--- src/hdl/cycling_speed_cadence_calc_defines.svh ---
// Assertion macros shared by the RTL.
`ifndef CYCLING_SPEED_CADENCE_CALC_DEFINES_SVH
`define CYCLING_SPEED_CADENCE_CALC_DEFINES_SVH
`ifndef ASSERT_OFF
`define CSC_ASSERT(lbl, expr, msg) \
  lbl: assert property (@(posedge clk) disable iff (rst) (expr)) else $error(msg);
`define CSC_ASSERT_IMP(lbl, ante, cons, msg) \
  lbl: assert property (@(posedge clk) disable iff (rst) (ante) |=> (cons)) else $error(msg);
`else
`define CSC_ASSERT(lbl, expr, msg)
`define CSC_ASSERT_IMP(lbl, ante, cons, msg)
`endif
`endif

--- src/hdl/csc_pkg.sv ---
package csc_pkg;

  localparam int NUM_W = 60;
  localparam int DEN_W = 23;
  localparam int QUO_W = 16;

  localparam logic [11:0] CIRC_RESET = 12'd2200;
  localparam logic [11:0] CAD_MULT   = 12'd1500;  // 6144000 = 1500 << 12
  localparam logic [15:0] SAT16      = 16'hFFFF;

  localparam logic [3:0] IDX_MAX = 4'd15;

  typedef struct packed {
    logic        has_w;
    logic        has_c;
    logic [31:0] wcount;
    logic [15:0] wtime;
    logic [15:0] ccount;
    logic [15:0] ctime;
  } pkt_t;

  typedef struct packed {
    logic             start;
    logic [NUM_W-1:0] num;
    logic [DEN_W-1:0] den;
  } div_req_t;

  typedef struct packed {
    logic             done;
    logic [QUO_W-1:0] quot;
  } div_rsp_t;

endpackage

--- src/hdl/csc_front.sv ---
module csc_front (
  input  logic          clk,
  input  logic          rst,
  input  logic          push,
  input  logic [7:0]    data_byte,
  input  logic          last_byte,
  input  logic          q_full,
  output logic          full,
  output logic          q_wr,
  output csc_pkg::pkt_t q_data
);

  logic [3:0]  byte_index, byte_index_next;
  logic [1:0]  flags, flags_next;
  logic [31:0] wcount, wcount_next;
  logic [15:0] wtime, wtime_next;
  logic [15:0] ccount, ccount_next;
  logic [15:0] ctime, ctime_next;
  logic        accept;
  logic [3:0]  base;
  logic [3:0]  off_w, off_t, off_c, off_ct;
  logic [4:0]  need;
  logic [4:0]  got;

  assign full   = q_full;
  assign accept = push && !q_full;

  always_comb begin
    byte_index_next = byte_index;
    flags_next      = flags;
    wcount_next     = wcount;
    wtime_next      = wtime;
    ccount_next     = ccount;
    ctime_next      = ctime;
    base            = flags[0] ? 4'd7 : 4'd1;
    off_w           = byte_index - 4'd1;
    off_t           = byte_index - 4'd5;
    off_c           = byte_index - base;
    off_ct          = byte_index - base - 4'd2;
    q_wr            = 1'b0;
    if (byte_index == 4'd0) begin
      flags_next = data_byte[1:0];
    end else if (flags[0] && byte_index <= 4'd4) begin
      wcount_next[8*off_w[1:0] +: 8] = data_byte;
    end else if (flags[0] && byte_index <= 4'd6) begin
      wtime_next[8*off_t[0] +: 8] = data_byte;
    end else if (flags[1] && byte_index >= base && byte_index <= base + 4'd1) begin
      ccount_next[8*off_c[0] +: 8] = data_byte;
    end else if (flags[1] && byte_index >= base + 4'd2 && byte_index <= base + 4'd3) begin
      ctime_next[8*off_ct[0] +: 8] = data_byte;
    end
    if (byte_index != csc_pkg::IDX_MAX) begin
      byte_index_next = byte_index + 4'd1;
    end
    need = 5'd1 + (flags_next[0] ? 5'd6 : 5'd0) + (flags_next[1] ? 5'd4 : 5'd0);
    got  = {1'b0, byte_index} + 5'd1;
    if (last_byte) begin
      byte_index_next = 4'd0;
      q_wr = accept && (got >= need);
    end
  end

  assign q_data.has_w  = flags_next[0];
  assign q_data.has_c  = flags_next[1];
  assign q_data.wcount = wcount_next;
  assign q_data.wtime  = wtime_next;
  assign q_data.ccount = ccount_next;
  assign q_data.ctime  = ctime_next;

  always_ff @(posedge clk) begin
    if (rst) begin
      byte_index <= 4'd0;
      flags      <= 2'd0;
    end else if (accept) begin
      byte_index <= byte_index_next;
      flags      <= flags_next;
    end
  end

  always_ff @(posedge clk) begin
    if (accept) begin
      wcount <= wcount_next;
      wtime  <= wtime_next;
      ccount <= ccount_next;
      ctime  <= ctime_next;
    end
  end

endmodule

--- src/hdl/csc_fifo.sv ---
module csc_fifo (
  input  logic          clk,
  input  logic          rst,
  input  logic          wr,
  input  csc_pkg::pkt_t wdata,
  input  logic          rd,
  output csc_pkg::pkt_t rdata,
  output logic          q_full,
  output logic          q_empty
);

  csc_pkg::pkt_t mem [2];
  logic       wptr, rptr;
  logic [1:0] count;

  assign q_full  = (count == 2'd2);
  assign q_empty = (count == 2'd0);
  assign rdata   = mem[rptr];

  always_ff @(posedge clk) begin
    if (wr && !q_full) begin
      mem[wptr] <= wdata;
    end
  end

  always_ff @(posedge clk) begin
    if (rst) begin
      wptr  <= 1'b0;
      rptr  <= 1'b0;
      count <= 2'd0;
    end else begin
      if (wr && !q_full) begin
        wptr <= !wptr;
      end
      if (rd && !q_empty) begin
        rptr <= !rptr;
      end
      count <= count + {1'b0, wr && !q_full} - {1'b0, rd && !q_empty};
    end
  end

endmodule

--- src/hdl/csc_div.sv ---
module csc_div (
  input  logic              clk,
  input  logic              rst,
  input  csc_pkg::div_req_t req,
  output csc_pkg::div_rsp_t rsp
);

  logic                      busy;
  logic                      done;
  logic [4:0]                cnt;
  logic [csc_pkg::DEN_W-1:0] den;
  logic [csc_pkg::DEN_W-1:0] rem;
  logic [15:0]               low;
  logic [15:0]               quot;
  logic [csc_pkg::DEN_W:0]   trial;
  logic                      ge;

  assign trial = {rem, low[15]};
  assign ge    = trial >= {1'b0, den};

  always_ff @(posedge clk) begin
    if (rst) begin
      busy <= 1'b0;
      done <= 1'b0;
      cnt  <= 5'd0;
    end else begin
      done <= 1'b0;
      if (req.start && !busy) begin
        den <= req.den;
        if (req.den == '0) begin
          quot <= 16'd0;
          done <= 1'b1;
        end else if (req.num[csc_pkg::NUM_W-1:16] >= {21'd0, req.den}) begin
          quot <= csc_pkg::SAT16;
          done <= 1'b1;
        end else begin
          // upper part is below den, so it fits the remainder
          rem  <= req.num[16 +: csc_pkg::DEN_W];
          low  <= req.num[15:0];
          cnt  <= 5'd16;
          busy <= 1'b1;
        end
      end else if (busy) begin
        rem  <= ge ? trial[csc_pkg::DEN_W-1:0] - den : trial[csc_pkg::DEN_W-1:0];
        low  <= {low[14:0], 1'b0};
        quot <= {quot[14:0], ge};
        cnt  <= cnt - 5'd1;
        if (cnt == 5'd1) begin
          busy <= 1'b0;
          done <= 1'b1;
        end
      end
    end
  end

  assign rsp.done = done;
  assign rsp.quot = quot;

endmodule

--- src/hdl/csc_back.sv ---
module csc_back (
  input  logic              clk,
  input  logic              rst,
  input  logic [11:0]       circ,
  input  logic              q_empty,
  input  csc_pkg::pkt_t     q_data,
  output logic              q_rd,
  output csc_pkg::div_req_t dreq,
  input  csc_pkg::div_rsp_t drsp,
  input  logic              pop,
  output logic              empty,
  output logic              wheel_updated,
  output logic [15:0]       speed_centi_kmh,
  output logic [15:0]       wheel_cadence_centi_rpm,
  output logic [43:0]       ride_distance_mm,
  output logic              crank_updated,
  output logic [15:0]       crank_cadence_centi_rpm
);

  typedef enum logic [3:0] {
    S_IDLE, S_WCHK, S_WM1, S_WM2, S_WM3, S_WDIV1, S_WDIV2,
    S_CRK, S_CM, S_CS, S_CDIV, S_DONE
  } state_t;

  state_t        state;
  csc_pkg::pkt_t pkt;
  logic          wheel_seen, crank_seen;
  logic [31:0]   first_wc, prev_wc;
  logic [15:0]   prev_wt, prev_cc, prev_ct;
  logic [15:0]   held_speed, held_wcad, held_ccad;
  logic [43:0]   held_dist;
  logic [15:0]   dt;
  logic [31:0]   drev, dtot;
  logic          wu, cu;
  logic [31:0]   mul_a;
  logic [11:0]   mul_b;
  logic [43:0]   mul_p;
  logic          out_valid;
  logic [15:0]   ddc;

  assign ddc = pkt.ccount - prev_cc;

  always_comb begin
    mul_a = drev;
    mul_b = circ;
    case (state)
      S_WM1:   mul_a = dtot;
      // product stays drev*1500 while the speed division runs
      S_WM3, S_WDIV1: mul_b = csc_pkg::CAD_MULT;
      S_CM:    mul_b = csc_pkg::CAD_MULT;
      default: mul_b = circ;
    endcase
  end

  always_comb begin
    dreq.start = 1'b0;
    dreq.num   = '0;
    dreq.den   = '0;
    case (state)
      S_WM3: begin
        // speed: drev*circ*36864 / (100*dt)
        dreq.start = 1'b1;
        dreq.num   = {1'b0, mul_p, 15'd0} + {4'd0, mul_p, 12'd0};
        dreq.den   = {1'b0, dt, 6'd0} + {2'd0, dt, 5'd0} + {5'd0, dt, 2'd0};
      end
      S_WDIV1, S_CS: begin
        dreq.start = (state == S_CS) || drsp.done;
        dreq.num   = {4'd0, mul_p, 12'd0};
        dreq.den   = {7'd0, dt};
      end
      default: dreq.start = 1'b0;
    endcase
  end

  assign q_rd  = (state == S_IDLE) && !q_empty;
  assign empty = !out_valid;

  always_ff @(posedge clk) begin
    if (rst) begin
      state      <= S_IDLE;
      wheel_seen <= 1'b0;
      crank_seen <= 1'b0;
      held_speed <= 16'd0;
      held_wcad  <= 16'd0;
      held_ccad  <= 16'd0;
      held_dist  <= 44'd0;
      out_valid  <= 1'b0;
      wu         <= 1'b0;
      cu         <= 1'b0;
    end else begin
      mul_p <= mul_a * {32'd0, mul_b};
      if (pop && out_valid && state != S_DONE) begin
        out_valid <= 1'b0;
      end
      case (state)
        S_IDLE: begin
          wu <= 1'b0;
          cu <= 1'b0;
          if (!q_empty) begin
            pkt   <= q_data;
            state <= S_WCHK;
          end
        end
        S_WCHK: begin
          if (!pkt.has_w) begin
            state <= S_CRK;
          end else begin
            wheel_seen <= 1'b1;
            prev_wc    <= pkt.wcount;
            prev_wt    <= pkt.wtime;
            if (!wheel_seen) begin
              first_wc <= pkt.wcount;
              state    <= S_CRK;
            end else begin
              dt    <= pkt.wtime - prev_wt;
              drev  <= pkt.wcount - prev_wc;
              dtot  <= pkt.wcount - first_wc;
              state <= S_WM1;
            end
          end
        end
        S_WM1: state <= S_WM2;
        S_WM2: begin
          held_dist <= mul_p;
          state     <= S_WM3;
        end
        S_WM3: state <= S_WDIV1;
        S_WDIV1: begin
          if (drsp.done) begin
            held_speed <= drsp.quot;
            state      <= S_WDIV2;
          end
        end
        S_WDIV2: begin
          if (drsp.done) begin
            held_wcad <= drsp.quot;
            wu        <= 1'b1;
            state     <= S_CRK;
          end
        end
        S_CRK: begin
          if (!pkt.has_c || (crank_seen && prev_ct == pkt.ctime)) begin
            state <= S_DONE;
          end else begin
            crank_seen <= 1'b1;
            prev_cc    <= pkt.ccount;
            prev_ct    <= pkt.ctime;
            dt         <= pkt.ctime - prev_ct;
            drev       <= {16'd0, ddc};
            state      <= (crank_seen && ddc != 16'd0) ? S_CM : S_DONE;
          end
        end
        S_CM: state <= S_CS;
        S_CS: state <= S_CDIV;
        S_CDIV: begin
          if (drsp.done) begin
            held_ccad <= drsp.quot;
            cu        <= 1'b1;
            state     <= S_DONE;
          end
        end
        S_DONE: begin
          if (!out_valid || pop) begin
            out_valid               <= 1'b1;
            wheel_updated           <= wu;
            crank_updated           <= cu;
            speed_centi_kmh         <= held_speed;
            wheel_cadence_centi_rpm <= held_wcad;
            ride_distance_mm        <= held_dist;
            crank_cadence_centi_rpm <= held_ccad;
            state                   <= S_IDLE;
          end
        end
        default: state <= S_IDLE;
      endcase
    end
  end

endmodule

--- src/hdl/cycling_speed_cadence_calc.sv ---
// Bytes are taken one per cycle into a two-packet queue; push stalls while it is full.
// Back end per packet: up to three divisions, run one at a time on the shared 16-step
// divider; a zero or saturating divide returns without running the steps.
// Synchronous active-high reset clears the control registers, not all data registers; circumference returns to 2200 mm.
`include "cycling_speed_cadence_calc_defines.svh"

module cycling_speed_cadence_calc (
  input  logic        clk,
  input  logic        rst,
  input  logic        push,
  output logic        full,
  input  logic [7:0]  data_byte,
  input  logic        last_byte,
  output logic        empty,
  input  logic        pop,
  output logic        wheel_updated,
  output logic [15:0] speed_centi_kmh,
  output logic [15:0] wheel_cadence_centi_rpm,
  output logic [43:0] ride_distance_mm,
  output logic        crank_updated,
  output logic [15:0] crank_cadence_centi_rpm,
  input  logic        cfg_valid,
  output logic        cfg_ready,
  input  logic [11:0] cfg_data
);

  logic              q_wr, q_rd, q_full, q_empty;
  csc_pkg::pkt_t     q_wdata, q_rdata;
  csc_pkg::div_req_t dreq;
  csc_pkg::div_rsp_t drsp;
  logic [11:0]       circ;

  assign cfg_ready = 1'b1;

  always_ff @(posedge clk) begin
    if (rst) begin
      circ <= csc_pkg::CIRC_RESET;
    end else if (cfg_valid) begin
      circ <= cfg_data;
    end
  end

  csc_front u_front (
    .clk(clk), .rst(rst), .push(push), .data_byte(data_byte), .last_byte(last_byte),
    .q_full(q_full), .full(full), .q_wr(q_wr), .q_data(q_wdata)
  );

  csc_fifo u_fifo (
    .clk(clk), .rst(rst), .wr(q_wr), .wdata(q_wdata), .rd(q_rd), .rdata(q_rdata),
    .q_full(q_full), .q_empty(q_empty)
  );

  csc_div u_div (
    .clk(clk), .rst(rst), .req(dreq), .rsp(drsp)
  );

  csc_back u_back (
    .clk(clk), .rst(rst), .circ(circ), .q_empty(q_empty), .q_data(q_rdata),
    .q_rd(q_rd), .dreq(dreq), .drsp(drsp), .pop(pop), .empty(empty),
    .wheel_updated(wheel_updated), .speed_centi_kmh(speed_centi_kmh),
    .wheel_cadence_centi_rpm(wheel_cadence_centi_rpm),
    .ride_distance_mm(ride_distance_mm), .crank_updated(crank_updated),
    .crank_cadence_centi_rpm(crank_cadence_centi_rpm)
  );

  `CSC_ASSERT(a_q_no_overflow, !(q_wr && q_full), "packet queue overflow")
  `CSC_ASSERT(a_q_no_underflow, !(q_rd && q_empty), "packet queue underflow")
  `CSC_ASSERT_IMP(a_result_held, !empty && !pop, !empty, "waiting result dropped")

endmodule
--- config.mk ---
export PLATFORM = sky130hd
export DESIGN_NAME = cycling_speed_cadence_calc
export DESIGN_NICKNAME = d
export VERILOG_FILES = /design/src/hdl/csc_pkg.sv /design/src/hdl/csc_front.sv /design/src/hdl/csc_fifo.sv /design/src/hdl/csc_div.sv /design/src/hdl/csc_back.sv /design/src/hdl/cycling_speed_cadence_calc.sv
export VERILOG_INCLUDE_DIRS = /design/src /design/src/hdl
export SDC_FILE = /design/constraint.sdc
export NUM_CORES = 2
export LEC_CHECK = 0
export ABC_AREA = 1
export BUFFER_PORTS_ARGS = -buffer_cell sky130_fd_sc_hd__buf_2
export CORE_MARGIN = 2
export CORE_UTILIZATION = 32
export CTS_CLUSTER_DIAMETER = 150
export DETAILED_ROUTE_END_ITERATION = 16
export PLACE_DENSITY = 0.54
export SYNTH_ARGS = -nofsm -noshare
export SYNTH_HDL_FRONTEND = slang
export SYNTH_SLANG_ARGS = --single-unit
export TNS_END_PERCENT = 5
--- constraint.sdc ---
create_clock -name clk -period 14.3 [get_ports clk]
set_clock_uncertainty 0.15 [all_clocks]
set_input_delay 1.43 -clock clk [delete_from_list [all_inputs] [get_ports clk]]
set_output_delay 1.43 -clock clk [all_outputs]
set_load 0.03 [all_outputs]
# Word level (Yosys, flattened, before mapping)

Memories as Yosys holds them, arrays and structs flattened. A register that Yosys moved wholly into a read port is not among the register bits.
Index checks and enable logic that the tools add are counted.
Widths: inputs -> output; s select.

Bits in read-only memories: 0
Bits in latches: 0
Memories kept: 1
Output and inout bits: 97
Bits in registers: 618
Memory bits (writable): 164
Word-level logic and storage cells: 260
Bits of input ports: 26

Memories:

| name       | depth | width | read ports | clocked after memory_dff | wr ports | RTL line       | source |
|---|---|---|---|---|---|---|---|
| u_fifo.mem | 2     | 82    | 1          | 1                        | 1        | csc_fifo.sv:12 | `csc_pkg::pkt_t mem [2];` |

Add/sub/neg operators: 27
Bitwise logic cells: 4
Multiplexer cells: 82
$mul: 1
Eq/ne operators: 27
Divide/modulo/power cells: 0
Order comparisons: 9
Reduce and logical (&&, ||, !) cells: 59
Shifts and indexed selects: 8

Operator list:

| cell                    | number |
|---|---|
| $mux 16                 | 23 |
| $mux 32                 | 6 |
| $pmux 83 s2             | 1 |
| $mux 23                 | 5 |
| $neg 4->34              | 3 |
| $shift 8x34->16 const A | 3 |
| $shiftx 8x34->16        | 3 |
| $pmux 32 s2             | 1 |
| $sub 32x32->32          | 2 |
| $add 59x56->60          | 1 |
| $bwmux 16               | 3 |
| $pmux 4 s12             | 1 |
| $sub 16x16->16          | 3 |
| $ge 44x23->1            | 1 |
| $mul 32x12->44          | 1 |
| $mux 4                  | 9 |
| $neg 5->34              | 1 |
| $shift 8x34->32 const A | 1 |
| $shiftx 8x34->32        | 1 |
| $bwmux 32               | 1 |
| $pmux 16 s2             | 1 |
| $ge 24x23->1            | 1 |
| $add 22x21->23          | 1 |
| $add 23x18->23          | 1 |
| other kinds (50)        | 143 |

# Logic depth before layout (Yosys ltp)

Depth after elaboration: 11
Gate-level depth with buffers: 32
Mapped depth without buffers: 31

# Cells and area by module

Synthesis repeated with hierarchy kept, for this count alone.

Cell total of the unflattened synthesis: 6,243
Area total of the unflattened synthesis: 57,557.7 um2

By module, submodules not included:

| module                     | times used | cells each | area each (um2) | sequential area each (um2) |
|---|---|---|---|---|
| csc_back                   | 1          | 4,621      | 40,023.4        | 14,393.8 |
| csc_fifo                   | 1          | 295        | 6,575.1         | 5,024.8 |
| csc_div                    | 1          | 764        | 5,911.9         | 2,482.4 |
| csc_front                  | 1          | 492        | 4,558.1         | 2,522.4 |
| cycling_speed_cadence_calc | 1          | 71         | 489.2           | 240.2 |

# Worst setup path after synthesis

OpenSTA, ideal clock, no wires.

Path kind: input-to-reg
From: input port rst
To: register u_back.crank_cadence_centi_rpm[0], enable pin
Buffers on the path: 1
Slack: 2.797 ns
Data required time: 13.373 ns
Stages: 2
Library setup time: 0.777 ns
Arrival time: 10.576 ns
Cell sequence: clkbuf_1 -> nor4_1

Cells in the longest elaborated chain, start to end: 2

RTL lines:

| what                       | RTL line                        | source |
|---|---|---|
| start: declaration         | cycling_speed_cadence_calc.sv:9 | `input logic rst,` |
| $not 1->1 (no line)        | --                              |  |
| $reduce_and 3->1 (no line) | --                              |  |
| end signal: assignment     | csc_back.sv:170                 | `crank_cadence_centi_rpm <= held_ccad;` |
| end: declaration           | csc_back.sv:17                  | `output logic [15:0] crank_cadence_centi_rpm` |

Every way passes these cells.
A chain may end at the register's enable or synchronous reset.

# Final worst setup path

From: register u_back.state[1]
To: register u_back.mul_p[28] (data pin)

Cells in the longest elaborated chain, start to end: 4

RTL lines:

| what                                     | RTL line        | source |
|---|---|---|
| start: declaration                       | csc_back.sv:25  | `state_t state;` |
| start signal: assignment                 | csc_back.sv:150 | `state <= (crank_seen && ddc != 16'd0) ? S_CM : S_DONE;` |
| $eq 4x3->1 or $eq 4x4->1 (tied branches) | csc_back.sv:46  | `case (state)` |
| $reduce_or 3->1 (no line)                | --              |  |
| $mux 12                                  | csc_back.sv:46  |  |
| $mul 32x12->44 *                         | csc_back.sv:91  | `mul_p <= mul_a * {32'd0, mul_b};` |
| end signal: assignment                   | csc_back.sv:91  |  |
| end: declaration                         | csc_back.sv:37  | `logic [43:0] mul_p;` |

Mark *: on every way between the ends. The rest lies on a longest branch, timed or not.

==> flow_metrics.py <==
metrics = {
    "floorplanning": {
        "ios": 123,
        "rows": 151,
        "die_x_microns": 417,
        "start_util_pct": 32.2,
        "die_area_sq_um": 174000,
        "die_h_microns": 417,
        "coreArea_sq_um": 170000,
    },
    "logic_synthesis": {
        "synthCells": 6059,
        "synth_flop_cell": "edfxtp_1",
        "syn-num-nets": 6723,
        "yosysTopAreaCell": "edfxtp_1",
        "ys_types": 64,
        "synth_top_family_by_area": "adder cells",
        "synthXorXnorAreaFrac_pct": 2.00,
        "yosys-top-cells-area": "edfxtp_1 (40%), fa_1 (12%), nand2_1 (10%), ha_1 (7.3%), inv_1 (6.8%)",
        "yosysSeqAreaShare_pct": 44.4,
        "synth_edf_count": 722,
        "synth-compound-area-share_pct": 9.12,
        "synth-seq-cells": 852,
        "netlist_area_sq_um": 54700,
        "synth_mux_area_share_pct": 0.110,
        "async_reset_ff_share_pct": 0,
        "synthSimpleGateAreaFrac_pct": 17.4,
        "synthAdderAreaFrac_pct": 19.0,
        "syn_area_per_cell_sq_um": 9.03,
        "synth.top_cell.area_share_pct": 39.6,
        "yosys_warnings": 0,
    },
    "min_path": {
        "worstHoldPathCells": 0,
        "hold_start": "u_back.held_dist[7]$_SDFFE_PP0P_",
        "min_to": "u_back.ride_distance_mm[7]$_DFFE_PP_",
        "hold_class": "reg -> reg",
    },
    "run_status": {
        "outcome": "completed",
    },
    "placed_design": {
        "placed_cells": 8310,
        "place.gp.congestion": 0.909,
        "port_buffers": 121,
        "place_hpwl_mm": 110,
        "placed_area_sq_um": 58000,
    },
    "worst_setup_path": {
        "rrSetupSlack_ns": 6.57,
        "r2r_cells": 26,
        "rr_startpoint": "u_back.state[1]$_SDFFE_PP0P_",
        "cp-start-kind": "register",
        "crit_fanout": 64,
        "critPathArrivalTime_ns": 7.99,
        "worstReg2RegEnd": "u_back.mul_p[28]$_DFFE_PN_",
        "startpoint": "u_back.state[1]$_SDFFE_PP0P_",
        "cp-end-kind": "register",
        "critPathKind": "reg -> reg",
        "critPathRequiredTime_ns": 14.56,
    },
    "finish": {
        "area_delta_synth_final_pct": 11.7,
        "final_cell_mix": "nand2_1 (1462), inv_1 (990), edfxtp_1 (722)",
        "fin_area_sq_um": 61100,
        "fin_cells": 8486,
        "drive_gt1_share_pct": 6.43,
        "final_nets": 6852,
        "diodes": 0,
        "layout_commonest_cell": "nand2_1",
    },
    "drt": {
        "wl_met2_mm": 65.4,
        "drt-total-wl_mm": 144,
        "drtPass1Iterations": 6,
        "met3_length_mm": 5.58,
        "top_layer": "met5",
        "routedWlPerCell_microns": 16.9,
        "avgViaCountPerCell": 4.70,
        "vias": 39900,
        "drtIter0Drc": 2650,
        "m1WireLength_mm": 68.8,
        "ant_nets": 0,
        "drcViolationCount": 0,
    },
    "cts": {
        "path_clk_slew_ns": 0.06,
        "cts-root-buf": "clkbuf_16",
        "ctsResizeCount": 0,
        "post-cts-setup-buffers": 0,
        "cts_hold_buf": 0,
        "cts_made_buffers": 94,
        "clock-sinks": 852,
        "cts_tree": "built",
        "clkLatencyLatePin_ns": 0.70,
        "htreeDepth": 3,
        "clock_path_buffers": 3,
    },
    "sta": {
        "rsz0062_at_grt": "false",
        "finalSetupTns_ns": 0,
        "hold_viol_final": 0,
        "worst-slew-pin-transition_ns": 1.19,
        "maxSlewHeadroom_pct": 20.8,
        "fin_crit_sh_pct": 54.1,
        "finalSetupViolCount": 0,
        "period_needed_ns": 7.73,
        "max_freq_mhz": 129,
        "slew_viol_final": 0,
    },
    "global_routing": {
        "grt_pass1_wl_mm": 229,
        "grt_pass1_vias": 40200,
        "grt_max_degree": 85,
        "antenna_found_initial": 3,
        "grt_usage_pct": 16.5,
        "overflow": 0,
    },
    "run": {
        "maxCapViolCount": 0,
    },
}
-- flip-flops by register name, summed over array words and instances, names as in the netlist, 23 cells and up --
register / cells
u_fifo.mem: 164
u_back.pkt: 82
u_back.held_dist: 44
u_back.mul_p: 44
u_back.ride_distance_mm: 44
u_back.drev: 32
u_back.dtot: 32
u_back.first_wc: 32
u_back.prev_wc: 32
u_front.wcount: 32
u_div.den: 23
u_div.rem: 23
-- logic make-up after synthesis --
group,after synthesis
mux,6
other cells,1
fa+ha+maj,638
xor+xnor,125
buf+inv,1151
simple gates,2364
compound gates,922
flops,852
-- synth_stat cells (all sizes together), types with 2 or more instances --
library cell and instances:
nand2 1473, inv 1010, edfxtp 722, nor2 617, o21ai 434, a21oi 344
fa 320, ha 318, nand3 149, dfxtp 130, clkbuf 113, xor2 66
xnor2 59, nand4 37, nor3 33, buf 22, nand3b 22, a31oi 20
o21bai 18, or2 16, o22ai 15, o31ai 15, o21a 14, a21boi 12
nor4 12, a21o 11, o211ai 11, a211oi 7, a32o 6, clkinv 6
mux2i 6, and2 3, o311ai 3, a221oi 2, nor3b 2, o2111ai 2
o221ai 2
-- metal layers --
layer,track usage (%),vias up
met4,4.55,4
met3,2.05,185
met2,27.1,847
met1,22.9,19000
met5,0,-
li1,-,19900
-- worst max path at each step --
stage                                                  end  slack, ns  depth (start not counted)
2_1_floorplan  u_back.crank_cadence_centi_rpm[0]$_DFFE_PP_       2.80                          2
3_3_place_gp                    u_back.mul_p[41]$_DFFE_PN_       6.63                         28
3_5_place_dp                    u_back.mul_p[28]$_DFFE_PN_       6.52                         26
4_1_cts                         u_back.mul_p[28]$_DFFE_PN_       6.47                         26
5_1_grt                         u_back.mul_p[41]$_DFFE_PN_       5.81                         25
6_report                        u_back.mul_p[28]$_DFFE_PN_       6.57                         26
-- per-stage QoR --
| stage | setup slack [ns] | hold WS (ns) | utilization, % |
|---|---|---|---|
| 2_1_floorplan | 2.80 | 0.253 | - |
| 3_3_place_gp | 6.63 | 0.260 | 34.2 |
| 3_5_place_dp | 6.52 | 0.260 | 34.2 |
| 4_1_cts | 6.47 | 0.266 | 36.0 |
| 5_1_grt | 5.81 | 0.288 | 36.0 |
| 6_report | 6.57 | 0.264 | 36.0 |
-- worst max-delay path, cell delays in order (launching register included) --
cell,delay (ns)
dfxtp_1,0.39
inv_1,0.07
nor2_1,0.19
nand2_2,0.07
buf_4,0.28
o21ai_0,0.78
inv_1,0.41
nor2_1,0.44
fa_1,0.47
ha_1,0.23
fa_1,0.55
inv_1,0.05
fa_1,0.46
fa_1,0.54
inv_1,0.04
ha_1,0.35
a21oi_1,0.17
nand2_1,0.10
a21oi_1,0.27
o21ai_1,0.15
a31oi_1,0.33
o21ai_2,0.14
a21boi_0,0.30
o21ai_0,0.20
nand2_1,0.09
nand2_1,0.06
xor2_1,0.14
-- area by class of cell --
cell class	count	area [sq um]
multi-input combinational	4056	26100
clock buffer	115	2510
fill	17300	109000
timing repair buffer	168	958
clock inverter	61	626
inverter	1016	3820
sequential	852	24300
tap	2218	2780
Power is not shown: default switching activity piles up to over one toggle a cycle in this logic, so the estimate is an artifact.
